==> src/rtl/pfe_pkg.sv <==
`timescale 1ns / 1ps
`default_nettype none

package pfe_pkg;

    // Position counters hold one value past the last index as the end sentinel.
    localparam int BUS_POS_W = 9;
    localparam int DEV_POS_W = 6;
    localparam int FN_POS_W  = 4;

    localparam logic [15:0] NO_VENDOR     = 16'hFFFF;
    localparam logic [7:0]  MULTI_FN_BIT  = 8'h80;
    localparam logic [7:0]  OFFSET_MASK   = 8'hFC;
    localparam logic [7:0]  CFG_OFF_ID    = 8'h00;
    localparam logic [7:0]  CFG_OFF_CLASS = 8'h08;
    localparam logic [7:0]  CFG_OFF_HDR   = 8'h0C;

    typedef enum logic [1:0] {
        OP_RESTART   = 2'd0,
        OP_ADVANCE   = 2'd1,
        OP_READ_DATA = 2'd2
    } opcode_t;

    typedef enum logic [1:0] {
        KIND_READ  = 2'd0,
        KIND_FOUND = 2'd1,
        KIND_DONE  = 2'd2
    } kind_t;

    typedef enum logic [3:0] {
        PH_IDLE       = 4'b0001,
        PH_WAIT_ID    = 4'b0010,
        PH_WAIT_CLASS = 4'b0100,
        PH_WAIT_HDR   = 4'b1000
    } phase_t;

    typedef struct packed {
        opcode_t     opcode;
        logic [31:0] read_data;
    } in_item_t;

    // First member sits in the highest bits, so config_address lands at bit 0.
    typedef struct packed {
        logic [7:0]  header_type_out;
        logic [7:0]  prog_if_out;
        logic [7:0]  subclass_out;
        logic [7:0]  class_out;
        logic [15:0] device_id_out;
        logic [15:0] vendor_out;
        logic [2:0]  function_out;
        logic [4:0]  device_out;
        logic [7:0]  bus_out;
        logic [31:0] config_address;
    } out_data_t;

    typedef struct packed {
        kind_t     kind;
        out_data_t data;
    } result_t;

endpackage

`default_nettype wire

==> src/rtl/pfe_input_reg.sv <==
`timescale 1ns / 1ps
`default_nettype none

module pfe_input_reg (
    input  wire logic               aclk,
    input  wire logic               aresetn,
    input  wire logic               s_tvalid,
    output logic                    s_tready,
    input  wire logic [31:0]        s_tdata,   // read_data
    input  wire logic [1:0]         s_tuser,   // opcode
    input  wire logic               take,
    output logic                    item_valid,
    output pfe_pkg::in_item_t       item
);
    import pfe_pkg::*;

    logic     valid_reg;
    logic     valid_next;
    in_item_t item_reg;

    // The slot frees in the same cycle its item moves on, so a new transfer
    // can land every cycle while take keeps being asserted.
    assign s_tready = !valid_reg || take;

    always_comb begin
        valid_next = valid_reg;
        if (s_tvalid && s_tready) begin
            valid_next = 1'b1;
        end else if (take) begin
            valid_next = 1'b0;
        end
    end

    always_ff @(posedge aclk) begin
        if (!aresetn) begin
            valid_reg <= 1'b0;
        end else begin
            valid_reg <= valid_next;
        end
    end

    always_ff @(posedge aclk) begin
        if (s_tvalid && s_tready) begin
            item_reg.opcode    <= opcode_t'(s_tuser);
            item_reg.read_data <= s_tdata;
        end
    end

    assign item_valid = valid_reg;
    assign item       = item_reg;

endmodule

`default_nettype wire

==> src/rtl/pfe_walker.sv <==
`timescale 1ns / 1ps
`default_nettype none

module pfe_walker #(
    parameter int BUS_COUNT      = 256,
    parameter int DEVICE_COUNT   = 32,
    parameter int FUNCTION_COUNT = 8
) (
    input  wire logic               aclk,
    input  wire logic               aresetn,
    input  wire logic               step_valid,
    input  wire pfe_pkg::in_item_t  item,
    output logic                    res_valid,
    output pfe_pkg::result_t        res
);
    import pfe_pkg::*;

    localparam logic [BUS_POS_W-1:0] BUS_END = BUS_POS_W'(BUS_COUNT);
    localparam logic [DEV_POS_W-1:0] DEV_END = DEV_POS_W'(DEVICE_COUNT);
    localparam logic [FN_POS_W-1:0]  FN_END  = FN_POS_W'(FUNCTION_COUNT);

    logic [BUS_POS_W-1:0] bus_pos_reg,  bus_pos_next;
    logic [DEV_POS_W-1:0] dev_pos_reg,  dev_pos_next;
    logic [FN_POS_W-1:0]  fn_pos_reg,   fn_pos_next;
    phase_t               phase_reg,    phase_next;
    logic [15:0]          held_vendor_reg,      held_vendor_next;
    logic [15:0]          held_device_id_reg,   held_device_id_next;
    logic [23:0]          held_class_bytes_reg, held_class_bytes_next;
    logic [7:0]           held_header_type_reg, held_header_type_next;

    logic                 at_end;
    logic                 multi;
    logic                 do_advance;
    logic [BUS_POS_W-1:0] mv_bus;
    logic [DEV_POS_W-1:0] mv_dev;
    logic [FN_POS_W-1:0]  mv_fn;
    logic                 mv_at_end;
    logic [7:0]           read_offset;

    assign at_end = (bus_pos_reg >= BUS_END) && (dev_pos_reg >= DEV_END) &&
                    (fn_pos_reg >= FN_END);

    // Only an advance command can stay within a multifunction device; a
    // skip after an absent vendor always goes to the next device.
    assign multi = (item.opcode == OP_ADVANCE) && (held_vendor_reg != NO_VENDOR) &&
                   ((held_header_type_reg & MULTI_FN_BIT) != 8'h00);

    always_comb begin
        mv_bus = bus_pos_reg;
        mv_dev = dev_pos_reg;
        mv_fn  = fn_pos_reg + FN_POS_W'(1);
        if (at_end) begin
            mv_bus = '0;
            mv_dev = '0;
            mv_fn  = '0;
        end else if ((mv_fn >= FN_END) || !multi) begin
            mv_fn  = '0;
            mv_dev = dev_pos_reg + DEV_POS_W'(1);
            if (mv_dev >= DEV_END) begin
                mv_dev = '0;
                mv_bus = bus_pos_reg + BUS_POS_W'(1);
                if (mv_bus >= BUS_END) begin
                    mv_fn  = FN_END;
                    mv_dev = DEV_END;
                end
            end
        end
        mv_at_end = (mv_bus >= BUS_END) && (mv_dev >= DEV_END) && (mv_fn >= FN_END);
    end

    always_comb begin
        bus_pos_next          = bus_pos_reg;
        dev_pos_next          = dev_pos_reg;
        fn_pos_next           = fn_pos_reg;
        phase_next            = phase_reg;
        held_vendor_next      = held_vendor_reg;
        held_device_id_next   = held_device_id_reg;
        held_class_bytes_next = held_class_bytes_reg;
        held_header_type_next = held_header_type_reg;
        do_advance            = 1'b0;
        res_valid             = 1'b0;
        read_offset           = CFG_OFF_ID;
        res                   = '0;

        if (step_valid) begin
            case (item.opcode)
                OP_RESTART: begin
                    bus_pos_next          = BUS_END;
                    dev_pos_next          = DEV_END;
                    fn_pos_next           = FN_END;
                    phase_next            = PH_IDLE;
                    held_vendor_next      = NO_VENDOR;
                    held_device_id_next   = '0;
                    held_class_bytes_next = '0;
                    held_header_type_next = '0;
                end
                OP_ADVANCE: begin
                    do_advance = (phase_reg == PH_IDLE);
                end
                OP_READ_DATA: begin
                    unique case (phase_reg)
                        PH_WAIT_ID: begin
                            held_vendor_next      = item.read_data[15:0];
                            held_device_id_next   = '0;
                            held_class_bytes_next = '0;
                            held_header_type_next = '0;
                            if (item.read_data[15:0] == NO_VENDOR) begin
                                do_advance = 1'b1;
                            end else begin
                                held_device_id_next = item.read_data[31:16];
                                phase_next          = PH_WAIT_CLASS;
                                res_valid           = 1'b1;
                                res.kind            = KIND_READ;
                                read_offset         = CFG_OFF_CLASS;
                            end
                        end
                        PH_WAIT_CLASS: begin
                            held_class_bytes_next = item.read_data[31:8];
                            phase_next            = PH_WAIT_HDR;
                            res_valid             = 1'b1;
                            res.kind              = KIND_READ;
                            read_offset           = CFG_OFF_HDR;
                        end
                        PH_WAIT_HDR: begin
                            held_header_type_next = item.read_data[23:16];
                            phase_next            = PH_IDLE;
                            res_valid             = 1'b1;
                            res.kind              = KIND_FOUND;
                        end
                        default: begin
                            phase_next = phase_reg;
                        end
                    endcase
                end
                default: begin
                    phase_next = phase_reg;
                end
            endcase

            if (do_advance) begin
                bus_pos_next = mv_bus;
                dev_pos_next = mv_dev;
                fn_pos_next  = mv_fn;
                res_valid    = 1'b1;
                read_offset  = CFG_OFF_ID;
                if (mv_at_end) begin
                    held_vendor_next = NO_VENDOR;
                    phase_next       = PH_IDLE;
                    res.kind         = KIND_DONE;
                end else begin
                    phase_next = PH_WAIT_ID;
                    res.kind   = KIND_READ;
                end
            end

            // The result reports the position as it stands after this step.
            res.data.bus_out      = bus_pos_next[7:0];
            res.data.device_out   = dev_pos_next[4:0];
            res.data.function_out = fn_pos_next[2:0];
            unique case (res.kind)
                KIND_READ: begin
                    res.data.config_address = {1'b1, 7'b0, bus_pos_next[7:0],
                                               dev_pos_next[4:0], fn_pos_next[2:0],
                                               read_offset & OFFSET_MASK};
                end
                KIND_FOUND: begin
                    res.data.vendor_out      = held_vendor_next;
                    res.data.device_id_out   = held_device_id_next;
                    res.data.class_out       = held_class_bytes_next[23:16];
                    res.data.subclass_out    = held_class_bytes_next[15:8];
                    res.data.prog_if_out     = held_class_bytes_next[7:0];
                    res.data.header_type_out = held_header_type_next;
                end
                KIND_DONE: begin
                    res.data.vendor_out = NO_VENDOR;
                end
                default: begin
                    res.data.config_address = '0;
                end
            endcase
        end
    end

    always_ff @(posedge aclk) begin
        if (!aresetn) begin
            bus_pos_reg          <= BUS_END;
            dev_pos_reg          <= DEV_END;
            fn_pos_reg           <= FN_END;
            phase_reg            <= PH_IDLE;
            held_vendor_reg      <= NO_VENDOR;
            held_device_id_reg   <= '0;
            held_class_bytes_reg <= '0;
            held_header_type_reg <= '0;
        end else begin
            bus_pos_reg          <= bus_pos_next;
            dev_pos_reg          <= dev_pos_next;
            fn_pos_reg           <= fn_pos_next;
            phase_reg            <= phase_next;
            held_vendor_reg      <= held_vendor_next;
            held_device_id_reg   <= held_device_id_next;
            held_class_bytes_reg <= held_class_bytes_next;
            held_header_type_reg <= held_header_type_next;
        end
    end

    assert property (@(posedge aclk) disable iff (!aresetn)
        (bus_pos_reg <= BUS_END) && (dev_pos_reg <= DEV_END) && (fn_pos_reg <= FN_END))
        else $error("walk position beyond its end sentinel");

    assert property (@(posedge aclk) disable iff (!aresetn)
        at_end |-> (phase_reg == PH_IDLE))
        else $error("read pending while parked at the end sentinel");

    assert property (@(posedge aclk) disable iff (!aresetn)
        (step_valid && res_valid && (res.kind == KIND_DONE)) |=>
        (held_vendor_reg == NO_VENDOR) && at_end)
        else $error("done reported without parking at the sentinel");

    assert property (@(posedge aclk) disable iff (!aresetn)
        (step_valid && res_valid && (res.kind == KIND_FOUND)) |=> (phase_reg == PH_IDLE))
        else $error("function reported while a read is still pending");

endmodule

`default_nettype wire

==> src/rtl/pfe_result_reg.sv <==
`timescale 1ns / 1ps
`default_nettype none

module pfe_result_reg (
    input  wire logic               aclk,
    input  wire logic               aresetn,
    input  wire logic               load,
    input  wire pfe_pkg::result_t   res,
    output logic                    slot_free,
    output logic                    m_tvalid,
    input  wire logic               m_tready,
    output logic [111:0]            m_tdata,   // config_address, bus_out, device_out,
                                               // function_out, vendor_out, device_id_out,
                                               // class_out, subclass_out, prog_if_out,
                                               // header_type_out
    output logic [1:0]              m_tuser    // kind
);
    import pfe_pkg::*;

    logic    valid_reg;
    logic    valid_next;
    result_t res_reg;

    // A result leaving this cycle makes room for the next one at once.
    assign slot_free = !valid_reg || m_tready;

    always_comb begin
        valid_next = valid_reg;
        if (load) begin
            valid_next = 1'b1;
        end else if (m_tready) begin
            valid_next = 1'b0;
        end
    end

    always_ff @(posedge aclk) begin
        if (!aresetn) begin
            valid_reg <= 1'b0;
        end else begin
            valid_reg <= valid_next;
        end
    end

    always_ff @(posedge aclk) begin
        if (load) begin
            res_reg <= res;
        end
    end

    assign m_tvalid = valid_reg;
    assign m_tdata  = res_reg.data;
    assign m_tuser  = res_reg.kind;

endmodule

`default_nettype wire

==> src/rtl/pci_function_enumerator.sv <==
`timescale 1ns / 1ps
`default_nettype none

// A command or read response is held in the input register; any result it produces
// is then loaded into the result register and shown on m_tvalid. Throughput: one
// transfer per cycle on each side while m_tready stays high; the walk position
// updates in one pass of compare-and-increment logic between the two registers.
// Reset (aresetn low, synchronous): both registers empty, the position parked at
// the end sentinel, no read pending, held vendor marked absent.
module pci_function_enumerator #(
    parameter int BUS_COUNT      = 256,
    parameter int DEVICE_COUNT   = 32,
    parameter int FUNCTION_COUNT = 8
) (
    input  wire logic          aclk,
    input  wire logic          aresetn,
    input  wire logic          s_tvalid,
    output logic               s_tready,
    input  wire logic [31:0]   s_tdata,   // read_data
    input  wire logic [1:0]    s_tuser,   // opcode
    output logic               m_tvalid,
    input  wire logic          m_tready,
    output logic [111:0]       m_tdata,   // config_address [31:0], bus_out [39:32],
                                          // device_out [44:40], function_out [47:45],
                                          // vendor_out [63:48], device_id_out [79:64],
                                          // class_out [87:80], subclass_out [95:88],
                                          // prog_if_out [103:96], header_type_out [111:104]
    output logic [1:0]         m_tuser    // kind
);
    import pfe_pkg::*;

    logic     item_valid;
    in_item_t item;
    logic     slot_free;
    logic     take;
    logic     res_valid;
    result_t  res;

    // An item is processed only when the result register can take whatever it
    // produces.
    assign take = item_valid && slot_free;

    pfe_input_reg u_input (
        .aclk       (aclk),
        .aresetn    (aresetn),
        .s_tvalid   (s_tvalid),
        .s_tready   (s_tready),
        .s_tdata    (s_tdata),
        .s_tuser    (s_tuser),
        .take       (take),
        .item_valid (item_valid),
        .item       (item)
    );

    pfe_walker #(
        .BUS_COUNT      (BUS_COUNT),
        .DEVICE_COUNT   (DEVICE_COUNT),
        .FUNCTION_COUNT (FUNCTION_COUNT)
    ) u_walker (
        .aclk       (aclk),
        .aresetn    (aresetn),
        .step_valid (take),
        .item       (item),
        .res_valid  (res_valid),
        .res        (res)
    );

    pfe_result_reg u_result (
        .aclk      (aclk),
        .aresetn   (aresetn),
        .load      (take && res_valid),
        .res       (res),
        .slot_free (slot_free),
        .m_tvalid  (m_tvalid),
        .m_tready  (m_tready),
        .m_tdata   (m_tdata),
        .m_tuser   (m_tuser)
    );

endmodule

`default_nettype wire
==> config.mk <==
export PLATFORM = sky130hd
export DESIGN_NAME = pci_function_enumerator
export DESIGN_NICKNAME = d
export VERILOG_FILES = /design/src/rtl/pfe_pkg.sv /design/src/rtl/pfe_input_reg.sv /design/src/rtl/pfe_walker.sv /design/src/rtl/pfe_result_reg.sv /design/src/rtl/pci_function_enumerator.sv
export SDC_FILE = /design/constraint.sdc
export NUM_CORES = 1
export LEC_CHECK = 0
export ABC_AREA = 1
export BUFFER_PORTS_ARGS = -buffer_cell sky130_fd_sc_hd__buf_2
export CAP_MARGIN = 20
export CORE_MARGIN = 10
export CORE_UTILIZATION = 35
export DETAILED_ROUTE_END_ITERATION = 10
export SLEW_MARGIN = 5
export SYNTH_ARGS = -nofsm -noshare
export SYNTH_HDL_FRONTEND = slang
export SYNTH_SLANG_ARGS = --single-unit
==> constraint.sdc <==
create_clock -name aclk -period 5.9 [get_ports aclk]
set_clock_uncertainty 0.2 [all_clocks]
set_input_delay 0.295 -clock aclk [delete_from_list [all_inputs] [get_ports aclk]]
set_output_delay 0.295 -clock aclk [all_outputs]
set_load 0.05 [all_outputs]
# After elaboration in Yosys (flattened, before gate mapping)
# Index checks and enable logic that the tools add are counted.
[totals]
mem_bits_ro = 0
wordCells = 139
regBits = 237
in_bits = 38
memories = 0
out_inout_bits = 116
latchBits = 0
ramBits = 0
[classes]
mul = 0
order_cmp = 9
reduce_logical = 27
addsub = 3
n_div = 0
shifts = 0
n_eq_ne = 12
mux = 57
n_bitwise = 3
[op_table]
columns = ["operator", "n"]
rows = [
  ["16-bit one-hot mux with 2 select lines", 3],
  ["24-bit one-hot mux with 2 select lines", 2],
  ["16-bit two-way mux", 5],
  ["8-bit one-hot mux with 2 select lines", 3],
  ["9-bit two-way mux", 5],
  ["4-bit two-way mux", 9],
  ["6-bit two-way mux", 6],
  ["32-bit two-way mux", 1],
  ["9-bit greater-or-equal comparator, second input constant", 3],
  ["6-bit greater-or-equal comparator, second input constant", 3],
  ["16-bit == test, second input constant", 1],
  ["8-bit two-way mux", 2],
  ["16-bit inequality test, second input constant", 1],
  ["4-bit greater-or-equal comparator, second input constant", 3],
  ["1-bit two-way mux", 12],
  ["4-bit one-hot mux with 3 select lines", 1],
  ["2-bit two-way mux", 5],
  ["9-bit by 1-bit adder with 9-bit output, second input constant", 1],
  ["1-bit logical AND", 9],
  ["4-bit one-hot mux with 2 select lines", 1],
  ["6-bit by 1-bit adder with 6-bit output, second input constant", 1],
  ["2-bit AND reduction", 3],
  ["2-bit nonzero test", 3],
  ["5-bit by 1-bit inequality test with 1-bit output, second input constant", 1],
  ["17 further kinds", 27],
]

# Longest topological paths before layout
[logic_depth]
word_depth = 16
depth_mapped = 15
mapped_depth_nobuf = 15

# Cells and area by module
# Synthesis repeated with hierarchy kept, for this count alone.
[unflattened]
cells_unflattened = 1161
hier_area_um2 = 10513.8
[modules_own_cells]
columns = ["mod", "seq_area_each_um2", "cells_each", "area_each_um2", "n_inst"]
rows = [
  ["pfe_walker", 1741.7, 996, 5954.5, 1],
  ["pfe_result_reg", 3443.3, 120, 3469.6, 1],
  ["pfe_input_reg", 1041.0, 41, 1072.3, 1],
  ["pci_function_enumerator", 0.0, 4, 17.5, 1],
]

# Least setup slack after synthesis
# OpenSTA, ideal clock, no wires.
[synth_timing]
path_type = "register -> register"
startpoint = "register u_input.item_reg, in the netlist u_input.item[32]"
endpoint = "register u_result.res_reg, in the netlist u_result.m_tdata[100], enable pin"
arrival_time_ns = 3.522
path_stages_with_launch = 10
period_less_slack_ns = 4.176
t_required_ns = 5.245
setup_ns = 0.455
path_buffers = 3
slack_ns = 1.724
cell_sequence = "edfxtp_1 -> inv_1 -> ha_1 -> buf_2 -> clkbuf_1 -> buf_1 -> o21ai_0 -> nand2_1 -> nand2_1 -> inv_1"
[synth_via]
elab_chain_len = 6
word_cells_on_any_way = 8
classes_between = "2 x eq/ne; 5 x mux; 1 x reduce/logical"
[synth_lines]
columns = ["item", "line_no", "rtl"]
rows = [
  ["start: declaration", "pfe_input_reg.sv:19", "in_item_t item_reg;"],
  ["2-bit == test or 2-bit by 1-bit == test with 1-bit output (tied branches)", "pfe_walker.sv:86", "case (item.opcode)"],
  ["1-bit one-hot mux with 2 select lines", "pfe_walker.sv:86", ""],
  ["1-bit two-way mux", "pfe_walker.sv:85", "if (step_valid) begin"],
  ["1-bit two-way mux (*)", "pfe_walker.sv:140", "if (do_advance) begin"],
  ["1-bit two-way mux (*)", "pfe_walker.sv:85", ""],
  ["1-bit logical AND (*)", "pci_function_enumerator.sv:71", ".load (take && res_valid),"],
  ["via u_result.load", "pfe_result_reg.sv:7", "input wire logic load,"],
  ["end signal: assignment", "pfe_result_reg.sv:46", "res_reg <= res;"],
  ["end: declaration", "pfe_result_reg.sv:22", "result_t res_reg;"],
]
# The timed path passes the listed nets; every way through them passes the cells marked *. The select of a mux whose other input is x is not followed.
# A chain may end at the register's enable or synchronous reset.

# Worst setup path in the final report
[layout_timing]
startpoint = "register u_input.item_reg, in the netlist u_input.item[32]"
endpoint = "register u_result.res_reg, in the netlist u_result.m_tdata[104], enable pin"
# Same word-level chain as after synthesis.

==> results.md <==
* Run status: completed
* Setup violation total in the final timing report at 0
* Most used flip-flop cell after synthesis: sky130_fd_sc_hd__edfxtp_1
* Multi-input logic area at 0.00351 mm²
* Required time of the critical path at 5920 ps
* Final Hold Fails at 0
* Detailed-route wire length at 26700 µm
* Least-Margin Pin Slew at 1060 ps
* Worst path arrival time at 3990 ps
* Crit path largest cell delay at 720 ps
* Post-layout power at 3.60 mW
* Final number of max-transition violations at 0
* Area fraction of the dominant cell type after synthesis at 39.4%
* Post-Route Setup TNS at 0 ps
* Number of cells on the worst reg-to-reg path at 12
* TritonCTS Sinks at 224
* Shortest period the worst path allows at 3970 ps
* Detailed placement HPWL at 17800 µm
* Ordered cell list for the critical path: inv_1 -> ha_2 -> buf_4 -> inv_2 -> nor2_8 -> nand2_2 -> nand2_2 -> nand2_2 -> nand2_1 -> nand2_1 -> inv_4 -> buf_4
* Antenna violations before repair at 0
* Number of diodes at 0
* DRC violation count after routing at 0
* Die height at 191 µm
* Fraction of final layout cells with drive strength greater than 1 at 17.6%
* Area taken by flip-flops and latches at 0.00584 mm²
* Vias after detailed routing at 8156
* Max_slew headroom at 29.5%
* Total track usage at 14.3%
* Maximum operating frequency at 252 MHz
* Starting utilization of the core area at 35.6%
* CTS tree: built
* Gpl congestion at 0.835
* HP Class: in2reg
* Pin count of the biggest net entering global routing at 82
* Via count of the first global-routing pass at 7818
* First DRT Iteration DRCs at 759
* Count of synthesis-stage warnings from yosys at 0
* Leading cell types by total area after synthesis: sky130_fd_sc_hd__edfxtp_1 (39%), sky130_fd_sc_hd__dfxtp_1 (17%), sky130_fd_sc_hd__nand2_1 (9.5%)
* Cell row count at 62
* Maximum buffer depth of the clock tree at 3
* Aggregate global routing overflow at 0
* Number of antenna-violating nets in the routed design at 0
* Clock transition at the registers of the reported paths at 60 ps
* Cell with the largest stage delay on the worst path: sky130_fd_sc_hd__inv_4
* TritonCTS Buffers at 25
* Unrepaired setup endpoints after global routing: no
* Final worst hold slack at 88.0 ps
* WL per Instance at 15.6 µm
* Count of state elements after synthesis at 224
* Global-route wire length before repair at 42800 µm
* Mapped Cells at 1158
* Leakage power summed over all cells at 5.51 nW
* DR pass1 iterations at 5
* Library cell with the largest summed area after synthesis: sky130_fd_sc_hd__edfxtp_1
* Sequential share of the synthesized area at 56.8%
* Root Buffer Master: sky130_fd_sc_hd__clkbuf_16
* CP Class: reg2reg
* Total power density per cell area at 290 mW/mm²
* Worst setup EP type: flip-flop
* Horizontal die dimension at 191 µm
* Max FFs per register at 99
* Depth of the CTS H-tree at 1
* I/O pin cnt at 154
* Detailed-route vias per instance at 4.75
* Number of different library cells in the post-synthesis netlist at 39
* Number of nets in the layout at 1360
* Number of filler instances in the final layout at 2868
* Final critical-path share of the clock period at 67.3%
* IO buf count at 140
* Synthesized cell area at 0.0103 mm²
* Crit start category: flip-flop
* Critical-path maximum fanout at 81
* Synth-to-layout area growth at 20.7%
* IR Drop Worst-Case VDD at 243 µV
* Worst hold path stage count at 2
* Mean instance size in the synthesized netlist at 8.88 µm²
* Clk Latency, worst-skew pair at 520 ps
* Number of flops mapped to enable cells by yosys at 135
* Post CTS Setup Buffer Count at 0
* Max-Cap Viols at 0
* Die ar. at 0.0366 mm²
* Core Region at 0.0289 mm²
* Async S/R FF share, synth at 0%
* Most frequent cell on the critical path: sky130_fd_sc_hd__nand2_2
[cell type report]
type	instances	share of cell area, %
inverter	170	5.18
sequential	224	47.0
clock inverter	15	1.13
timing repair buffer	185	9.11
tap	384	3.87
clock buffer	31	5.46
multi-input combinational	707	28.2
[power by group]
part	total (mW)	leakage [nW]	switching [mW]	internal [mW]
clock	1.54	0.395	0.634	0.905
sequential	1.74	2.14	0.0291	1.71
combinational	0.323	2.98	0.225	0.0972
total	3.60	5.51	0.888	2.71
[cells in the mapped netlist, types with 2 or more instances]
| library cell | number |
|---|---|
| sky130_fd_sc_hd__inv_1 | 160 |
| sky130_fd_sc_hd__xor2_1 | 6 |
| sky130_fd_sc_hd__nor2_8 | 3 |
| sky130_fd_sc_hd__nand4_1 | 7 |
| sky130_fd_sc_hd__a21oi_1 | 64 |
| sky130_fd_sc_hd__nor2_2 | 8 |
| sky130_fd_sc_hd__clkinv_1 | 2 |
| sky130_fd_sc_hd__nor2_4 | 7 |
| sky130_fd_sc_hd__o21ai_1 | 14 |
| sky130_fd_sc_hd__nand3_2 | 3 |
| sky130_fd_sc_hd__inv_2 | 7 |
| sky130_fd_sc_hd__nand2_2 | 7 |
| sky130_fd_sc_hd__nand2_4 | 3 |
| sky130_fd_sc_hd__nor2_1 | 93 |
| sky130_fd_sc_hd__a31oi_1 | 22 |
| sky130_fd_sc_hd__buf_4 | 15 |
| sky130_fd_sc_hd__ha_1 | 9 |
| sky130_fd_sc_hd__buf_2 | 8 |
| sky130_fd_sc_hd__o21ai_0 | 73 |
| sky130_fd_sc_hd__nand2_1 | 260 |
| sky130_fd_sc_hd__edfxtp_1 | 135 |
| sky130_fd_sc_hd__clkbuf_1 | 33 |
| sky130_fd_sc_hd__nand3_1 | 51 |
| sky130_fd_sc_hd__o22ai_1 | 25 |
| sky130_fd_sc_hd__buf_1 | 11 |
| sky130_fd_sc_hd__dfxtp_1 | 89 |
| sky130_fd_sc_hd__o211ai_1 | 31 |
[logic make-up (layout without fill, tap and decap cells)]
family                   after synthesis  count (layout)  synth area share, %
adder cells (fa/ha/maj)                9               9                 1.10
XOR/XNOR                               8               8                0.754
AO/OA/AOI/OAI                        233             233                 12.8
other                                  1              13               0.0365
flip-flops                           224             224                 56.8
AND/OR/NAND/NOR                      444             444                 18.9
buffers and inverters                239             401                 9.63
[routing by layer]
layer  global-route usage (%)  routed length, µm  vias to the layer above
met1                     19.1              12200                     3795
met4                     3.34                584                        0
met2                     23.4              12500                      213
li1                         -                  -                     4108
met3                     2.66               1450                       40
met5                        0                  0                        -
[worst max-delay path: cells and delay by family, from the launching register on]
| kind | cells | cell delay (ps) |
|---|---|---|
| and+or+nand+nor | 6 | 1010 |
| buffers and inverters | 5 | 1790 |
| adders and majority gates | 1 | 170 |
| DFF | 1 | 380 |
[final timing paths]
| check | startpoint | slack (ps) | end |
|---|---|---|---|
| worst min register to register | u_walker.held_class_bytes_reg[23] | 270 | u_walker.held_class_bytes_reg[23] |
| worst max register to register | u_input.item[32] | 1930 | u_result.m_tdata[104] |
| worst min-delay path | aresetn | 90 | u_walker.phase_reg[0] |
| worst max-delay path | u_input.item[32] | 1930 | u_result.m_tdata[104] |
[timing repair]
item | 4_1_cts | 5_1_grt
gates resized for setup | 0 | 0
endpoints found under the hold margin | 36 | 0
endpoints found under the setup margin | 0 | 0
hold buffers | 37 | 0
[stage by stage]
step / instance area (µm²) / util [%] / cells / setup WS (ps)
5_1_grt: 12400 / 43.0 / 1716 / 1590
6_report: 12400 / 43.0 / 1716 / 1930
3_5_place_dp: 11200 / 38.9 / 1633 / 1900
3_3_place_gp: 11200 / 38.9 / 1633 / 1950
2_1_floorplan: 10300 / - / 1170 / 1720
4_1_cts: 12400 / 43.0 / 1716 / 1880
[cell usage in the layout (no fill, tap or decap), types with 8 or more instances in the layout]
master,Yosys,final
sky130_fd_sc_hd__nand2_1,260,259
sky130_fd_sc_hd__inv_1,160,159
sky130_fd_sc_hd__buf_2,8,140
sky130_fd_sc_hd__edfxtp_1,135,135
sky130_fd_sc_hd__nor2_1,93,93
sky130_fd_sc_hd__dfxtp_1,89,89
sky130_fd_sc_hd__o21ai_0,73,73
sky130_fd_sc_hd__a21oi_1,64,64
sky130_fd_sc_hd__nand3_1,51,51
sky130_fd_sc_hd__dlygate4sd3_1,0,37
sky130_fd_sc_hd__o211ai_1,31,31
sky130_fd_sc_hd__o22ai_1,25,25
sky130_fd_sc_hd__clkbuf_16,0,25
sky130_fd_sc_hd__a31oi_1,22,22
sky130_fd_sc_hd__o21ai_1,14,14
sky130_fd_sc_hd__conb_1,1,13
sky130_fd_sc_hd__nor2_2,8,8
sky130_fd_sc_hd__nand2_2,7,8
sky130_fd_sc_hd__ha_1,9,8
sky130_fd_sc_hd__buf_4,15,8
Power figures use the tool's default switching activity.
